===== src/rtl/bank_page_allocator_assert.svh =====
// Assertion macros for the bank page allocator, empty when synthesized.
`ifndef BANK_PAGE_ALLOCATOR_ASSERT_SVH
`define BANK_PAGE_ALLOCATOR_ASSERT_SVH
`ifndef SYNTHESIS
// Same-cycle implication.
`define BPA_ASSERT_NOW(label, clk, rst_n, ante, cons) \
	label: assert property (@(posedge clk) disable iff (!rst_n) (ante) |-> (cons)) \
		else $error("bank_page_allocator: assertion failed");
// Next-cycle implication.
`define BPA_ASSERT_NEXT(label, clk, rst_n, ante, cons) \
	label: assert property (@(posedge clk) disable iff (!rst_n) (ante) |=> (cons)) \
		else $error("bank_page_allocator: assertion failed");
`else
`define BPA_ASSERT_NOW(label, clk, rst_n, ante, cons)
`define BPA_ASSERT_NEXT(label, clk, rst_n, ante, cons)
`endif
`endif


===== src/rtl/bpa_pkg.sv =====
// Shared widths, codes and controller/datapath structs of the bank page allocator.
`timescale 1ns / 1ps

package bpa_pkg;

	localparam int PAGE_W     = 16;
	localparam int ADDR_W     = 48;
	localparam int COUNT_W    = 10;
	localparam int STATUS_W   = 2;
	localparam int BANK_W     = 6;
	localparam int CFG_IDX_W  = 2;
	localparam int CFG_DATA_W = 48;

	localparam int MAX_BANKS_DEF      = 64;
	localparam int PAGES_PER_BANK_DEF = 512;
	localparam int HUGE_RUN_PAGES_DEF = 512;
	localparam int PAGE_BYTES_DEF     = 4096;

	localparam logic OP_REQUEST = 1'b0;
	localparam logic OP_CLEAR   = 1'b1;

	localparam logic [STATUS_W-1:0] ST_OK      = 2'd0;
	localparam logic [STATUS_W-1:0] ST_OOM     = 2'd1;
	localparam logic [STATUS_W-1:0] ST_TOO_BIG = 2'd2;

	localparam logic [CFG_IDX_W-1:0] CFG_MAX_PAGES        = 2'd0;
	localparam logic [CFG_IDX_W-1:0] CFG_ARENA_BASE       = 2'd1;
	localparam logic [CFG_IDX_W-1:0] CFG_FIRST_BANK_PAGES = 2'd2;

	typedef struct packed {
		logic load_item;
		logic clr_start;
		logic clr_step;
		logic scan_start;
		logic scan_run;
		logic pass3;
		logic open_prep;
		logic open_bank;
		logic take_mul;
		logic take_write;
		logic set_oom;
		logic set_clear;
		logic out_push;
	} bpa_cmd_t;

	typedef struct packed {
		logic is_clear;
		logic is_huge;
		logic clr_done;
		logic scan_hit;
		logic scan_done;
		logic can_open;
		logic out_space;
	} bpa_stat_t;

endpackage


===== src/rtl/bpa_ctrl.sv =====
// Sequencing state machine of the bank page allocator.
`timescale 1ns / 1ps

module bpa_ctrl (
	input  logic               clk,
	input  logic               arst_n,
	input  logic               in_valid,
	output logic               in_ready,
	input  bpa_pkg::bpa_stat_t stat,
	output bpa_pkg::bpa_cmd_t  cmd
);

	localparam logic [3:0] S_IDLE     = 4'd0;
	localparam logic [3:0] S_DISPATCH = 4'd1;
	localparam logic [3:0] S_CLEAR    = 4'd2;
	localparam logic [3:0] S_SCAN     = 4'd3;
	localparam logic [3:0] S_DECIDE   = 4'd4;
	localparam logic [3:0] S_OPEN     = 4'd5;
	localparam logic [3:0] S_TMUL     = 4'd6;
	localparam logic [3:0] S_TWRITE   = 4'd7;
	localparam logic [3:0] S_PUSH     = 4'd8;

	logic [3:0] state_q, state_d;
	logic       pass3_q, pass3_d;

	always_comb begin
		state_d   = state_q;
		pass3_d   = pass3_q;
		cmd       = '0;
		cmd.pass3 = pass3_q;
		in_ready  = 1'b0;
		case (state_q)
			S_IDLE: begin
				in_ready = 1'b1;
				if (in_valid) begin
					cmd.load_item = 1'b1;
					state_d       = S_DISPATCH;
				end
			end
			S_DISPATCH: begin
				if (stat.is_clear) begin
					cmd.clr_start = 1'b1;
					state_d       = S_CLEAR;
				end else begin
					cmd.scan_start = 1'b1;
					pass3_d        = 1'b0;
					state_d        = S_SCAN;
				end
			end
			S_CLEAR: begin
				if (stat.clr_done) begin
					cmd.set_clear = 1'b1;
					state_d       = S_PUSH;
				end else begin
					cmd.clr_step = 1'b1;
				end
			end
			S_SCAN: begin
				cmd.scan_run = 1'b1;
				if (stat.scan_hit) begin
					state_d = S_TMUL;
				end else if (stat.scan_done) begin
					if (pass3_q) begin
						cmd.set_oom = 1'b1;
						state_d     = S_PUSH;
					end else begin
						state_d = S_DECIDE;
					end
				end
			end
			S_DECIDE: begin
				cmd.open_prep = 1'b1;
				if (stat.can_open) begin
					state_d = S_OPEN;
				end else if (stat.is_huge) begin
					// rescan, rounding each bank's use up to huge alignment
					cmd.scan_start = 1'b1;
					pass3_d        = 1'b1;
					state_d        = S_SCAN;
				end else begin
					cmd.set_oom = 1'b1;
					state_d     = S_PUSH;
				end
			end
			S_OPEN: begin
				cmd.open_bank = 1'b1;
				state_d       = S_PUSH;
			end
			S_TMUL: begin
				cmd.take_mul = 1'b1;
				state_d      = S_TWRITE;
			end
			S_TWRITE: begin
				cmd.take_write = 1'b1;
				state_d        = S_PUSH;
			end
			S_PUSH: begin
				if (stat.out_space) begin
					cmd.out_push = 1'b1;
					state_d      = S_IDLE;
				end
			end
			default: begin
				state_d = S_IDLE;
			end
		endcase
	end

	always_ff @(posedge clk or negedge arst_n) begin
		if (!arst_n) begin
			state_q <= S_IDLE;
			pass3_q <= 1'b0;
		end else begin
			state_q <= state_d;
			pass3_q <= pass3_d;
		end
	end

endmodule


===== config.mk =====
export PLATFORM = sky130hd
export DESIGN_NAME = bpa_ctrl
export DESIGN_NICKNAME = d
export VERILOG_FILES = /design/src/rtl/bank_page_allocator_assert.svh /design/src/rtl/bpa_pkg.sv /design/src/rtl/bpa_ctrl.sv
export SDC_FILE = /design/constraint.sdc
export NUM_CORES = 1
export LEC_CHECK = 0
export ABC_CLOCK_PERIOD_IN_PS = 3400
export BUFFER_PORTS_ARGS = -buffer_cell sky130_fd_sc_hd__buf_2
export CAP_MARGIN = 20
export CORE_AREA = 4 4 41 43
export CTS_BUF_LIST = sky130_fd_sc_hd__clkbuf_4
export DETAILED_ROUTE_END_ITERATION = 12
export DIE_AREA = 0 0 45 47
export PLACE_DENSITY = 0.68
export SLEW_MARGIN = 20
export SYNTH_ARGS = -nofsm -noshare
export SYNTH_HDL_FRONTEND = slang
export SYNTH_SLANG_ARGS = --single-unit

===== constraint.sdc =====
create_clock -name clk -period 3.4 [get_ports clk]
set_clock_uncertainty 0.15 [all_clocks]
set_input_delay 0.68 -clock clk [delete_from_list [all_inputs] [get_ports clk]]
set_output_delay 0.68 -clock clk [all_outputs]
set_load 0.01 [all_outputs]

# Word level (Yosys, flattened, before mapping)

Cells that the tools add are included.

Eq/ne operators: 15
Reductions and logical operators: 5
Add/sub/neg operators: 0
Bitwise operators: 0
Shifts and indexed selects: 0
Muxes and demuxes: 40
$lt $le $gt $ge: 0
Multipliers: 0
Divide/modulo/power cells: 0

Operators by type and width:

| operator                                      | number |
|---|---|
| two-way mux 4 bit                             | 8 |
| case mux 4 bit (8 select lines)               | 1 |
| two-way mux 1 bit                             | 28 |
| == test 4 x 3 -> 1 bit, second input constant | 4 |
| inequality test 2 bit, second input constant  | 6 |
| == test 4 x 2 -> 1 bit, second input constant | 2 |
| AND reduction 4 bit                           | 2 |
| case mux 1 bit (2 select lines)               | 3 |
| == test 4 x 1 -> 1 bit, second input constant | 1 |
| == test 4 bit, second input constant          | 1 |
| zero test 4 bit                               | 1 |
| inequality test 3 bit, second input constant  | 1 |
| nonzero test 2 bit                            | 1 |
| OR reduction 2 bit                            | 1 |

Output and inout port bits: 14
Memory bits (writable): 0
Latch bits: 0
Bits in registers: 5
ROM bits: 0
Word-level logic and storage cells: 62
Memories kept: 0
Input bits: 10

# Logic depth before layout (Yosys ltp)

Depth in word-level cells: 4
Mapped depth: 5
Mapped depth without buffers: 4

# Worst setup path after synthesis

OpenSTA, ideal clock, no wires.

Kind: input-to-output
From: input port stat[6] (netlist bit)
To: output port cmd[9] (netlist bit)
Buffers on the path: 0
Arrival: 1.284 ns
Cell stages on the path: 2
Required time: 2.570 ns
Path slack: 1.286 ns
Path through: or4_1 -> nand2_1

RTL lines:

| element            | RTL line       | source |
|---|---|---|
| start: declaration | bpa_ctrl.sv:9  | `input bpa_pkg::bpa_stat_t stat,` |
| end: declaration   | bpa_ctrl.sv:10 | `output bpa_pkg::bpa_cmd_t cmd` |

==> impl_results.md <==
* CP max stage delay at 590 ps
* DIE WIDTH at 45 µm
* DR top layer: met3
* FFs w/ async S/R, synth at between 90% and 100%
* Yosys Warn Count at 0
* DP HPWL at 922 µm
* Mapped cell area at just under 500 µm²
* Yosys reg bits at 5
* Mean routed wirelength per cell at between 10 and 15 µm
* Largest net degree at the start of global routing at 16
* Cts hold-fix bufs at 0
* Crit path buffers/inverters at 1
* Root Driver: clkbuf_4
* Met2 WL at between 500 and 600 µm
* Largest cells by area after synthesis: dfrtp_1 (26%), nor2_1 (8.6%), nor2b_1 (5.2%)
* Reg power frac at 30.8%
* Clock transition at path regs at 40 ps
* Synth area leader: dfrtp_1
* Worst-Margin Slew at 420 ps
* Final setup viols at 0
* Die Ht at around 47 µm
* P_int at around 0.26 mW
* CTS sink count at 5
* Vias at 515
* Crit path capture type: output port
* Iteration-0 DRC Markers at 18
* DRC Markers at 0
* Leakage at 0.332 nW
* Setup crit start kind: register
* Slew Limit Fails at 0
* Avg Synthesized Cell Area at approximately 7.6 µm²
* Max_slew headroom at 72.0%
* Power Dens Cells at slightly below 800 nW/µm²
* Detailed-router iteration count before antenna repair at 4
* Switching power at approximately 0.21 mW
* Crit Path Max Fanout at 15
* Critical path type: register to output port
* I/O Buffers at 23
* Clk pwr share at around 16%
* Synth Instances at 63
* Sw Ratio at between 40% and 50%
* Synth Flop Type: dfrtp_1
* Htree depth at 1
* First-pass GRT wire length at between 1500 and 2000 µm
* CTS Buf Count at 3
* DR vias/cell at 5.20
* Postcts setup bufs at 0
* Setup TNS at 0 ps
* Hold Vio Cnt, Final at 0
* Max Clk Rate at just over 0.4 GHz
* Sequential area share after synthesis at between 20% and 30%
* Total track usage at around 11%
* Top delay family on crit path: simple AND/OR/NAND/NOR gates
* Mapped Nets at between 70 and 80
* Status: complete, no violations
* Type of the worst min-delay path: primary input to asynchronous set/reset pin
* Antenna-violating nets left at 0
* CTS tree: built
* Num rows at 13
* Initial antenna violation count at 0
* N_diodes at 0
* DP Cell Count at 95
* # IOs at 24
* Final period utilization at 72.9%
* Layout cells sized above 1 at between 30% and 40%
* Clock latency on the worst-skew pair at roughly 240 ps
* CP arrival at 1650 ps
* Synth cell types at 30
* Fin crit period at around 2500 ps
* P&R area growth vs syn at 25.5%
* Most numerous cell in the Yosys netlist: nor2_1
* Post-Route WL at 1120 µm
* Vias in the first global route at about 420
* Comb pwr share at 53.1%
* RSZ-0062 raised after global routing: false
* Final GP Congestion at roughly 0.76
* CP Data Required Time at ~2600 ps
* Synth top area share at between 20% and 30%
* Final core occ at approximately 46%
* CP dominant cell by count: nand2_1
* Wire length on met1 at roughly 480 µm
* Grt ovf at 0
* Resized Gates After CTS at 0
* Max rail drop VDD at 406 µV
* Metal3 WL at 117 µm
* Max Cap Viol at 0
* # nets final at between 90 and 100
* Crit path max-delay cell type: dfrtp_1
* CORE AREA at 1300 µm²
* EDFF count, synth at 0
* CP cell instances: nand2b_1, nor3_1, nand2_1, nand2_1, buf_2
* Initial Utilization at approximately 37%
* Die Area at 2120 µm²
* Fin cells at a little under 100
* Max Root-Sink Buffers at 2
* Commonest cells in the netlist: nor2_1 (11), dfrtp_1 (5), nand2_1 (5), nor2b_1 (4)
[metal layers]
layer / track usage (%) / up-vias
met5: 0 / -
li1: - / 262
met1: 14.5 / 232
met2: 17.5 / 21
met4: 1.75 / 0
met3: 4.98 / 0
[sequential cells by signal, summed over array words and instances, names as in the netlist]
| name | cells |
|---|---|
| state_q | 4 |
| pass3_q | 1 |
[kinds of logic after synthesis]
logic type | count (synthesis) | synth area share [%]
DFF | 5 | 26.0
muxes | 1 | 2.08
buffers and inverters | 8 | 10.1
and+or+nand+nor | 35 | 40.3
AOI/OAI and AO/OA | 14 | 21.6
[cell usage in the layout (no fill, tap or decap), types with 2 or more instances in the layout]
master and n:
and3_1 2, a21oi_1 3, nand2_1 5, nor2b_1 4, o21ai_0 2, dfrtp_1 5
clkbuf_4 4, a21o_1 2, buf_2 23, nand2b_1 3, nor3_1 2, inv_1 2
nor2_1 11
[area by class of cell]
cell class              instances  area, µm²
clock buffers                   4       30.0
fillers                       144        697
inverters                       2       7.51
multi-input cells              50        308
flip-flops and latches          5        125
well taps                      15       18.8
repair buffers                 23        115
[worst paths after layout]
path	start	end	slack, ps	cells after the start
setup / recovery	state_q[2]$_DFFE_PN0P_	cmd[9]	920	5
hold / removal	arst_n	pass3_q$_DFFE_PN0P_	90	1
setup reg to reg	state_q[1]$_DFFE_PN0P_	pass3_q$_DFFE_PN0P_	1810	4
hold reg to reg	pass3_q$_DFFE_PN0P_	pass3_q$_DFFE_PN0P_	340	2
max in group asynchronous	arst_n	state_q[0]$_DFFE_PN0P_	2880	1
min in group clk	pass3_q$_DFFE_PN0P_	pass3_q$_DFFE_PN0P_	340	2
[power by group through the flow]
stage | clock network, mW | registers, mW | logic [mW]
after floorplan | 0 | 0.0986 | 0.242
after global placement | 0 | 0.145 | 0.246
after global routing | 0.0845 | 0.151 | 0.278
after detailed placement | 0 | 0.144 | 0.249
final | 0.0753 | 0.143 | 0.247
after CTS | 0.0784 | 0.143 | 0.251
[per-stage QoR]
step / worst slack, ps / hold slack (ps) / total power [mW] / instance area [µm²]
3_3_place_gp: 1090 / 336 / 0.391 / 574
3_5_place_dp: 1090 / 347 / 0.393 / 574
6_report: 923 / 89.9 / 0.466 / 604
5_1_grt: 758 / 80.8 / 0.513 / 604
4_1_cts: 913 / 85.2 / 0.472 / 604
2_1_floorplan: 1290 / 234 / 0.341 / 482
No activity file was read; power rests on OpenSTA's default activity.
